[src/hw/rtl/md5_pkg.sv]
// md5_pkg: shared constants, types and round tables for the MD5 engine.
// No dependencies.
package md5_pkg;

   typedef enum logic [2:0] {
      ST_IDLE,
      ST_ROUND,
      ST_FOLD,
      ST_PAD,
      ST_OUT
   } state_type;

   localparam logic [31:0] INIT_H0 = 32'h67452301;
   localparam logic [31:0] INIT_H1 = 32'hefcdab89;
   localparam logic [31:0] INIT_H2 = 32'h98badcfe;
   localparam logic [31:0] INIT_H3 = 32'h10325476;

   localparam logic [7:0] PAD_BYTE = 8'h80;

   function automatic logic [4:0] rot_amount(input logic [5:0] i);
      logic [4:0] r;
      begin
         case ({i[5:4], i[1:0]})
            4'b0000: r = 5'd7;
            4'b0001: r = 5'd12;
            4'b0010: r = 5'd17;
            4'b0011: r = 5'd22;
            4'b0100: r = 5'd5;
            4'b0101: r = 5'd9;
            4'b0110: r = 5'd14;
            4'b0111: r = 5'd20;
            4'b1000: r = 5'd4;
            4'b1001: r = 5'd11;
            4'b1010: r = 5'd16;
            4'b1011: r = 5'd23;
            4'b1100: r = 5'd6;
            4'b1101: r = 5'd10;
            4'b1110: r = 5'd15;
            default: r = 5'd21;
         endcase
         return r;
      end
   endfunction

   function automatic logic [31:0] sine_const(input logic [5:0] i);
      logic [31:0] k;
      begin
         case (i)
            6'd0:  k = 32'hd76aa478; 6'd1:  k = 32'he8c7b756;
            6'd2:  k = 32'h242070db; 6'd3:  k = 32'hc1bdceee;
            6'd4:  k = 32'hf57c0faf; 6'd5:  k = 32'h4787c62a;
            6'd6:  k = 32'ha8304613; 6'd7:  k = 32'hfd469501;
            6'd8:  k = 32'h698098d8; 6'd9:  k = 32'h8b44f7af;
            6'd10: k = 32'hffff5bb1; 6'd11: k = 32'h895cd7be;
            6'd12: k = 32'h6b901122; 6'd13: k = 32'hfd987193;
            6'd14: k = 32'ha679438e; 6'd15: k = 32'h49b40821;
            6'd16: k = 32'hf61e2562; 6'd17: k = 32'hc040b340;
            6'd18: k = 32'h265e5a51; 6'd19: k = 32'he9b6c7aa;
            6'd20: k = 32'hd62f105d; 6'd21: k = 32'h02441453;
            6'd22: k = 32'hd8a1e681; 6'd23: k = 32'he7d3fbc8;
            6'd24: k = 32'h21e1cde6; 6'd25: k = 32'hc33707d6;
            6'd26: k = 32'hf4d50d87; 6'd27: k = 32'h455a14ed;
            6'd28: k = 32'ha9e3e905; 6'd29: k = 32'hfcefa3f8;
            6'd30: k = 32'h676f02d9; 6'd31: k = 32'h8d2a4c8a;
            6'd32: k = 32'hfffa3942; 6'd33: k = 32'h8771f681;
            6'd34: k = 32'h6d9d6122; 6'd35: k = 32'hfde5380c;
            6'd36: k = 32'ha4beea44; 6'd37: k = 32'h4bdecfa9;
            6'd38: k = 32'hf6bb4b60; 6'd39: k = 32'hbebfbc70;
            6'd40: k = 32'h289b7ec6; 6'd41: k = 32'heaa127fa;
            6'd42: k = 32'hd4ef3085; 6'd43: k = 32'h04881d05;
            6'd44: k = 32'hd9d4d039; 6'd45: k = 32'he6db99e5;
            6'd46: k = 32'h1fa27cf8; 6'd47: k = 32'hc4ac5665;
            6'd48: k = 32'hf4292244; 6'd49: k = 32'h432aff97;
            6'd50: k = 32'hab9423a7; 6'd51: k = 32'hfc93a039;
            6'd52: k = 32'h655b59c3; 6'd53: k = 32'h8f0ccc92;
            6'd54: k = 32'hffeff47d; 6'd55: k = 32'h85845dd1;
            6'd56: k = 32'h6fa87e4f; 6'd57: k = 32'hfe2ce6e0;
            6'd58: k = 32'ha3014314; 6'd59: k = 32'h4e0811a1;
            6'd60: k = 32'hf7537e82; 6'd61: k = 32'hbd3af235;
            6'd62: k = 32'h2ad7d2bb; default: k = 32'heb86d391;
         endcase
         return k;
      end
   endfunction

endpackage

[src/hw/rtl/md5_digest_engine.sv]
// md5_digest_engine: streaming MD5 hasher, one message byte per input word.
// Depends on md5_pkg (state enum, round tables, initial chaining values).
//
// Usage:
//   req_ channel (valid/ready): req_data_byte, req_has_byte, req_last. A
//   word with req_has_byte=1 appends a byte; req_last=1 ends the message
//   (its byte, if any, is part of it). has_byte=0, last=0 is a no-op.
//   rsp_ channel (valid/ready): rsp_digest_word0..3 = final h0..h3, one
//   word per message, after which the chain returns to the initial values.
// Timing:
//   A byte that neither fills a block nor ends the message leaves the engine
//   in ST_IDLE. The 64th byte of a block starts a compression on the single
//   shared round unit (one round per cycle), then a fold; req_ready is low till done.
//   A last word pads with one byte per cycle up to the length field, then
//   compresses once (or twice when the tail is 56 bytes or more) and holds
//   the digest in ST_OUT until rsp_ready; req_ready is low meanwhile.
// Reset: synchronous, active high; chain reset to h0..h3, count zeroed.
//   The block buffer is not cleared; padding writes every entry it reads.
module md5_digest_engine (
   input  logic        clock,
   input  logic        reset,
   input  logic        req_valid,
   output logic        req_ready,
   input  logic [7:0]  req_data_byte,
   input  logic        req_has_byte,
   input  logic        req_last,
   output logic        rsp_valid,
   input  logic        rsp_ready,
   output logic [31:0] rsp_digest_word0,
   output logic [31:0] rsp_digest_word1,
   output logic [31:0] rsp_digest_word2,
   output logic [31:0] rsp_digest_word3
);
   import md5_pkg::*;

   state_type   state_ff, state_in;
   logic [31:0] blk_ff [16];
   logic [31:0] h_ff [4];
   logic [31:0] w_ff [4];
   logic [60:0] cnt_ff, cnt_in;
   logic [5:0]  rnd_ff, rnd_in;
   logic [5:0]  pos_ff, pos_in;      // padding byte position
   logic        pend_ff, pend_in;    // last word seen, digest pending
   logic        lenpass_ff, lenpass_in; // current block holds the length

   // byte-write port into the block buffer
   logic        bwr;
   logic [5:0]  bpos;
   logic [7:0]  bval;
   logic        lwr;                 // write length words 14/15
   logic        start_cmp, fold;

   logic [63:0] bits;
   assign bits = {cnt_ff, 3'b000};

   // shared round unit
   logic [31:0] f, sum, rot, kk, mw;
   logic [3:0]  g;
   logic [4:0]  s;
   always_comb begin
      case (rnd_ff[5:4])
         2'd0: begin
            f = (w_ff[1] & w_ff[2]) | (~w_ff[1] & w_ff[3]);
            g = rnd_ff[3:0];
         end
         2'd1: begin
            f = (w_ff[3] & w_ff[1]) | (~w_ff[3] & w_ff[2]);
            g = 4'(5 * rnd_ff + 1);
         end
         2'd2: begin
            f = w_ff[1] ^ w_ff[2] ^ w_ff[3];
            g = 4'(3 * rnd_ff + 5);
         end
         default: begin
            f = w_ff[2] ^ (w_ff[1] | ~w_ff[3]);
            g = 4'(7 * rnd_ff);
         end
      endcase
      kk  = sine_const(rnd_ff);
      s   = rot_amount(rnd_ff);
      mw  = blk_ff[g];
      sum = w_ff[0] + f + kk + mw;
      rot = (sum << s) | (sum >> (6'd32 - {1'b0, s}));
   end

   always_comb begin
      state_in   = state_ff;
      cnt_in     = cnt_ff;
      rnd_in     = rnd_ff;
      pos_in     = pos_ff;
      pend_in    = pend_ff;
      lenpass_in = lenpass_ff;
      req_ready  = 1'b0;
      rsp_valid  = 1'b0;
      bwr        = 1'b0;
      bpos       = cnt_ff[5:0];
      bval       = req_data_byte;
      lwr        = 1'b0;
      start_cmp  = 1'b0;
      fold       = 1'b0;
      case (state_ff)
         ST_IDLE: begin
            req_ready = 1'b1;
            if (req_valid) begin
               if (req_has_byte) begin
                  bwr    = 1'b1;
                  cnt_in = cnt_ff + 61'd1;
               end
               pend_in = req_last;
               pos_in  = req_has_byte ? 6'(cnt_ff[5:0] + 6'd1) : cnt_ff[5:0];
               if (req_has_byte && cnt_ff[5:0] == 6'd63) begin
                  start_cmp  = 1'b1;
                  lenpass_in = 1'b0;
                  state_in   = ST_ROUND;
               end else if (req_last) begin
                  state_in = ST_PAD;
               end
            end
         end
         ST_ROUND: begin
            rnd_in = rnd_ff + 6'd1;
            if (rnd_ff == 6'd63) state_in = ST_FOLD;
         end
         ST_FOLD: begin
            fold = 1'b1;
            if (lenpass_ff)      state_in = ST_OUT;
            else if (pend_ff)    state_in = ST_PAD;
            else                 state_in = ST_IDLE;
         end
         ST_PAD: begin
            // first pad byte is 0x80 once per message; pos wraps at block end
            bwr    = 1'b1;
            bpos   = pos_ff;
            bval   = (pos_ff == cnt_ff[5:0] && !lenpass_ff && pend_ff
                      && !fold) ? PAD_BYTE : 8'h00;
            pos_in = pos_ff + 6'd1;
            if (pos_ff == 6'd55 || pos_ff == 6'd63) begin
               if (pos_ff == 6'd55) begin
                  lwr        = 1'b1;
                  lenpass_in = 1'b1;
               end else begin
                  lenpass_in = 1'b0;
               end
               start_cmp = 1'b1;
               state_in  = ST_ROUND;
            end
         end
         ST_OUT: begin
            rsp_valid = 1'b1;
            if (rsp_ready) begin
               pend_in    = 1'b0;
               lenpass_in = 1'b0;
               cnt_in     = '0;
               state_in   = ST_IDLE;
            end
         end
         default: state_in = ST_IDLE;
      endcase
   end

   // 0x80 marker: emitted exactly once, flag tracks it
   logic mark_ff;
   logic pad_mark;
   assign pad_mark = (state_ff == ST_PAD) && !mark_ff;

   always_ff @(posedge clock) begin
      if (reset) begin
         state_ff   <= ST_IDLE;
         cnt_ff     <= '0;
         rnd_ff     <= '0;
         pos_ff     <= '0;
         pend_ff    <= 1'b0;
         lenpass_ff <= 1'b0;
         mark_ff    <= 1'b0;
         h_ff[0]    <= INIT_H0;
         h_ff[1]    <= INIT_H1;
         h_ff[2]    <= INIT_H2;
         h_ff[3]    <= INIT_H3;
      end else begin
         state_ff   <= state_in;
         cnt_ff     <= cnt_in;
         rnd_ff     <= rnd_in;
         pos_ff     <= pos_in;
         pend_ff    <= pend_in;
         lenpass_ff <= lenpass_in;
         if (pad_mark) mark_ff <= 1'b1;
         if (state_ff == ST_OUT && rsp_ready) begin
            mark_ff <= 1'b0;
            h_ff[0] <= INIT_H0;
            h_ff[1] <= INIT_H1;
            h_ff[2] <= INIT_H2;
            h_ff[3] <= INIT_H3;
         end else if (fold) begin
            for (int j = 0; j < 4; j++) h_ff[j] <= h_ff[j] + w_ff[j];
         end
      end
   end

   // datapath: block buffer and working registers
   logic [7:0] bdat;
   assign bdat = (state_ff == ST_PAD) ? (pad_mark ? PAD_BYTE : 8'h00) : bval;

   always_ff @(posedge clock) begin
      if (bwr) begin
         case (bpos[1:0])
            2'd0: blk_ff[bpos[5:2]][7:0]   <= bdat;
            2'd1: blk_ff[bpos[5:2]][15:8]  <= bdat;
            2'd2: blk_ff[bpos[5:2]][23:16] <= bdat;
            default: blk_ff[bpos[5:2]][31:24] <= bdat;
         endcase
      end
      if (lwr) begin
         blk_ff[14] <= bits[31:0];
         blk_ff[15] <= bits[63:32];
      end
      if (start_cmp) begin
         for (int j = 0; j < 4; j++) w_ff[j] <= h_ff[j];
      end else if (state_ff == ST_ROUND) begin
         w_ff[0] <= w_ff[3];
         w_ff[1] <= w_ff[1] + rot;
         w_ff[2] <= w_ff[1];
         w_ff[3] <= w_ff[2];
      end
   end

   assign rsp_digest_word0 = h_ff[0];
   assign rsp_digest_word1 = h_ff[1];
   assign rsp_digest_word2 = h_ff[2];
   assign rsp_digest_word3 = h_ff[3];

   // a digest only comes out of a length-carrying block
   a_out_len: assert property (@(posedge clock) disable iff (reset)
      rsp_valid |-> lenpass_ff && pend_ff)
      else $error("digest without length block");
   a_rnd_idle: assert property (@(posedge clock) disable iff (reset)
      state_ff != ST_ROUND |-> rnd_ff == 6'd0)
      else $error("round counter not zero between blocks");
   a_no_both: assert property (@(posedge clock) disable iff (reset)
      !(req_ready && rsp_valid))
      else $error("input taken while digest waits");
   a_hold: assert property (@(posedge clock) disable iff (reset)
      rsp_valid && !rsp_ready |=> $stable(rsp_digest_word0) && rsp_valid)
      else $error("digest changed while stalled");
endmodule

[config.mk]
export PLATFORM = sky130hd
export DESIGN_NAME = md5_digest_engine
export DESIGN_NICKNAME = d
export VERILOG_FILES = /design/src/hw/rtl/md5_pkg.sv /design/src/hw/rtl/md5_digest_engine.sv
export SDC_FILE = /design/constraint.sdc
export NUM_CORES = 2
export LEC_CHECK = 0
export BUFFER_PORTS_ARGS = -buffer_cell sky130_fd_sc_hd__buf_2
export CAP_MARGIN = 20
export CORE_MARGIN = 10
export CORE_UTILIZATION = 40
export DETAILED_ROUTE_END_ITERATION = 7
export GPL_TIMING_DRIVEN = 0
export PLACE_DENSITY = 0.58
export SYNTH_ARGS = -nofsm -noshare
export SYNTH_HDL_FRONTEND = slang
export SYNTH_SLANG_ARGS = --single-unit
[constraint.sdc]
create_clock -name clock -period 13.4 [get_ports clock]
set_input_delay 2.01 -clock clock [delete_from_list [all_inputs] [get_ports clock]]
set_output_delay 2.01 -clock clock [all_outputs]
set_load 0.01 [all_outputs]
Word-level counts from Yosys, hierarchy flattened. Memory sizes are Yosys's and may differ from the RTL's. A register that Yosys moved wholly into a read port is not among the register bits. Cells that the tools add are included.

RAM bits: 768. Logic and storage cells: 179. Register bits: 79. Bits in read-only memories: 2128. Input port bits: 14. Memories: 5. Output and inout bits: 130.

Memory list: (name not given) (depth 64, bits a word 32, read ports 1, clocked after memory_dff 1, write ports 0, line md5_pkg.sv:48) `case (i)`; blk_ff (depth 16, bits a word 32, read ports 1, clocked after memory_dff 0, write ports 3, line md5_digest_engine.sv:37) `logic [31:0] blk_ff [16];`; h_ff (depth 4, bits a word 32, read ports 4, clocked after memory_dff 0, write ports 4, line md5_digest_engine.sv:38) `logic [31:0] h_ff [4];`; w_ff (depth 4, bits a word 32, read ports 4, clocked after memory_dff 0, write ports 4, line md5_digest_engine.sv:39) `logic [31:0] w_ff [4];`; (name not given) (depth 16, bits a word 5, read ports 1, clocked after memory_dff 1, write ports 0, line md5_pkg.sv:23) `case ({i[5:4], i[1:0]})`.

Reductions and logical operators: 18. Add/sub/neg operators: 15. Shift operators: 2. Equality and inequality tests: 19. Bitwise logic cells: 25. Mux-type cells: 85. $mul: 3.

Operators with widths (count): 32-bit two-way mux (12); 32-bit adder (8); 61-bit two-way mux (3); 32-bit AND (4); 32-bit OR (4); 61-bit case mux with 2 select lines (1); 32-bit case mux with 3 select lines (1); 32-bit bitwise XOR (3); 32-bit inverter (2); 61-bit by 1-bit adder with 61-bit output, second input constant (1); 1-bit two-way mux (44); 32-bit by 5-bit left shift with 32-bit output (1); 32-bit by 6-bit right shift with 32-bit output (1); 6-bit two-way mux (5); 6-bit == test, second input constant (4); 3-bit two-way mux (7); 6-bit by 1-bit adder with 6-bit output, second input constant (3); 8-bit two-way mux (2); 3-bit case mux with 5 select lines (1); 3-bit by 6-bit multiplier with 4-bit output, first input constant (2); 2-bit inequality test, second input constant (6); 1-bit OR (12); 4-bit case mux with 3 select lines (1); 6-bit case mux with 2 select lines (1); other kinds (27) (38).

Longest topological paths before layout. An unclocked memory read counts as a cell.

Depth after elaboration: 12. Mapped depth: 46. Gate-level depth less buffers: 44.

Worst setup path before layout. No wires, ideal clock.

Kind: register to register. Start point: register rnd_ff[1]. End point: memory w_ff[1][31], data pin. Arrival: 10421 ps. Path buffers: 3. Data required time: 13136 ps. Clock period less this slack: 10685 ps. Setup time: 264 ps. Path slack: 2715 ps. Cell stages (with the launch flop): 42. Cells stage by stage: dfxtp_1 inv_1 ha_1 fa_1 xnor3_1 o21ai_0 a21oi_1 nor2_1 clkbuf_1 clkbuf_1 clkbuf_1 mux2i_1 a21oi_1 fa_1 inv_1 fa_1 inv_1 ha_1 [... 6 more ...] a21o_1 xnor2_1 mux4_2 mux2i_1 o221ai_1 ha_1 a21o_1 a2111oi_0 o21a_1 o31a_1 o31a_1 nor2_1 or3_1 a31o_2 a21oi_1 xnor2_1 xnor2_1 o21ai_1.

RTL lines: from (decl) (line md5_digest_engine.sv:41) `logic [5:0] rnd_ff, rnd_in;`; from (signal assigned) (line md5_digest_engine.sv:182) `rnd_ff <= rnd_in;`; to (decl) (line md5_digest_engine.sv:39).

==> impl_metrics.yaml <==
die:
  core_sq_mm: 0.1338
  start_util: 0.4040
  die_x_um: 387.6
  core.rowCount: 134
  die_area_sq_mm: 0.1502
  die_height_um: 387.6
  io_pins: 144
placement:
  post_dp_cell_area_sq_mm: 0.05747
  hpwl_um: 158200
  gp_congestion: 0.9907
  port_buffers: 142
  pre_cts_ws_ps: -720.2
synth:
  synth_cell_types: 90
  synth_compound_area_frac: 0.1596
  synth_area_leaders: "edfxtp_1 (41%), dfxtp_1 (5.6%), mux4_2 (5.6%), ha_1 (4.9%), nand2_1 (4.8%)"
  synth-xor-area-share: 0.04347
  synth_cells: 5283
  synth_area_sq_mm: 0.05406
  synth_edf_count: 733
  syn-num-nets: 5579
  synth_top_family_by_area: "compound AO/OA/AOI/OAI gates"
  synth_top_area_cell: "edfxtp_1"
  ys.flop_type: "edfxtp_1"
  synth.top_cell.area_share: 0.4072
  ys_seq_area_frac: 0.4631
  muxShareOfSynthArea: 0.08001
  yosysWarnings: 0
  synth_seq_cells: 884
  synthAdderAreaFrac: 0.08059
  syn_area_per_cell_sq_um: 10.23
  synth-simple-area-share: 0.1328
  async_flop_share: 0
run:
  cap_violations: 0
setup_path:
  crit_type: "reg -> reg"
  worstPathArrival_ps: 13400
  cp.required_ps: 13850
  cpMostUsedCell: "o21ai_0"
  cp-end-kind: "flip-flop"
  crit_path_top_delay_cell: "a211oi_1"
  critPathMaxFanout: 10
  cpPeakStageDelay_ps: 620
  critPathLaunchType: "flip-flop"
sta:
  fin_crit_ps: 12950
  min_period_over_period: 0.9665
  setup_viol: 0
  worst_slack_ps: 449.3
  tightest_slew_ps: 1257
  hold_violations: 0
  rsz0062_at_grt: "yes"
  report.final.slew_viol_count: 0
  slew-limit-headroom: 0.1545
  fin_skew_ps: 61.69
  tns_ps: 0
  fmax_mhz: 77.22
clock_tree:
  ctsResizeCount: 8
  clk_pin_slew_ps: 70
  numCtsBuffers: 97
  htreeDepth: 3
  cts.sinks: 884
  cts_tree: "built"
  clk_latency_ps: 730
  postCtsSetupRepairBufs: 0
  cts_root_buf: "clkbuf_16"
  clockBufferDepth: 3
  cts-hold-fix-buffers: 0
detailed_routing:
  dr.pass1.iters: 6
  drtIter0Drc: 5297
  via_per_inst: 6.068
  wirelength_um: 209400
  wl_per_cell_um: 28.25
  via_count: 44980
  drtAntennaViolNets: 0
  remaining_drc_errors: 0
layout:
  syn2layout_area_growth_pct: 12.73
  utilization: 0.4555
  drive_gt1_frac: 0.1035
  design_area_sq_mm: 0.06094
  layout.nets: 5855
global_route:
  grt_pass1_wl_um: 300000
  grt_max_degree: 65
  antenna_found_initial: 9
  overflow: 0
  grt_pass1_vias: 43005
  grtUsageTotal: 0.2668
worst_hold_path:
  min_path_type: "reg -> reg"
run_status:
  status: "complete, no violations"
==> final timing paths <==
kind / cells past startpoint / endpoint / from / slack, ps
setup / recovery: 41 / w_ff[1][30]$_DFFE_PP_ / rnd_ff[5]$_SDFFE_PP0P_ / 450
hold / removal: 2 / pend_ff$_SDFFE_PP0P_ / pend_ff$_SDFFE_PP0P_ / 480
setup reg to reg: 41 / w_ff[1][30]$_DFFE_PP_ / rnd_ff[5]$_SDFFE_PP0P_ / 450
hold reg to reg: 2 / pend_ff$_SDFFE_PP0P_ / pend_ff$_SDFFE_PP0P_ / 480
==> cell usage after synthesis, types with 20 or more instances <==
| library cell | instances |
|---|---|
| o211ai_1 | 63 |
| mux2i_1 | 101 |
| mux4_2 | 134 |
| nor3_1 | 70 |
| nand3_1 | 127 |
| o21bai_1 | 23 |
| nand2b_1 | 42 |
| o31ai_1 | 20 |
| edfxtp_1 | 733 |
| inv_1 | 270 |
| fa_1 | 69 |
| nor2_1 | 436 |
| xor2_1 | 148 |
| clkbuf_1 | 267 |
| xnor2_1 | 115 |
| o21ai_0 | 325 |
| buf_1 | 26 |
| o21a_1 | 35 |
| or3_1 | 39 |
| o22ai_1 | 38 |
| and3_1 | 28 |
| a21oi_1 | 379 |
| maj3_1 | 31 |
| nor2b_1 | 54 |
| mux2_2 | 24 |
| a21o_1 | 90 |
| ha_1 | 213 |
| a31oi_1 | 103 |
| dfxtp_1 | 151 |
| a211oi_1 | 83 |
| nand4_1 | 26 |
| o221a_2 | 31 |
| and2_1 | 33 |
| nand2_1 | 686 |
==> sequential cells by signal, indices dropped and copies added, names as in the netlist, 5 cells and up <==
name / count
kk: 32
blk_ff: 512
w_ff: 128
s: 5
h_ff: 128
cnt_ff: 61
pos_ff: 6
rnd_ff: 6
==> cell usage in the layout (no fill, tap or decap), drive strengths merged, types with 135 or more instances in the layout <==
cell type | Yosys | layout
a21oi | 379 | 379
inv | 272 | 276
o21ai | 328 | 328
clkbuf | 267 | 403
nor2 | 436 | 436
nand2 | 686 | 686
dfxtp | 151 | 151
edfxtp | 733 | 733
buf | 37 | 210
ha | 213 | 213
xor2 | 148 | 148
mux4 | 135 | 135
==> routing by layer <==
layer / up-vias / wire [um] / track usage
met5: - / 13 / 0
met4: 2 / 10820 / 0.1209
met3: 492 / 16280 / 0.04392
met2: 2171 / 96070 / 0.4285
met1: 22294 / 86210 / 0.3523
li1: 20021 / - / -
==> logic make-up after synthesis <==
kind of cell,count (synthesis)
and+or+nand+nor,1620
AOI/OAI and AO/OA,1362
DFF,884
buffers and inverters,579
adders and majority gates,313
xor gates and xnor gates,265
muxes,260
==> stage by stage <==
stage / cells / hold slack, ps
final: 7413 / 479.9
after global routing: 7411 / 517.6
after CTS: 7404 / 479.4
after detailed placement: 7221 / 466.2
after global placement: 7193 / 451.7
after floorplan: 5283 / 441.1
==> area by class of cell <==
cell class	count	area, sq um
fill	12644	72850
multi-input combinational	3820	26930
sequential	884	25030
clock buffer	132	2693
tap	1768	2212
timing repair buffer	177	1227
buffer	304	1176
inverter	275	1032
clock inverter	51	626.9
antenna	2	5.005
==> critical path: cells and delay by family, from the launching register on <==
kind	cells	cell delay, ps
fa+ha+maj	5	1990
simple gates	3	910
xor+xnor	2	340
compound gates	19	4810
buf+inv	8	2620
mux	4	1630
flops	1	350
Power is not shown: default switching activity piles up to over one toggle a cycle in this logic, so the estimate is an artifact.
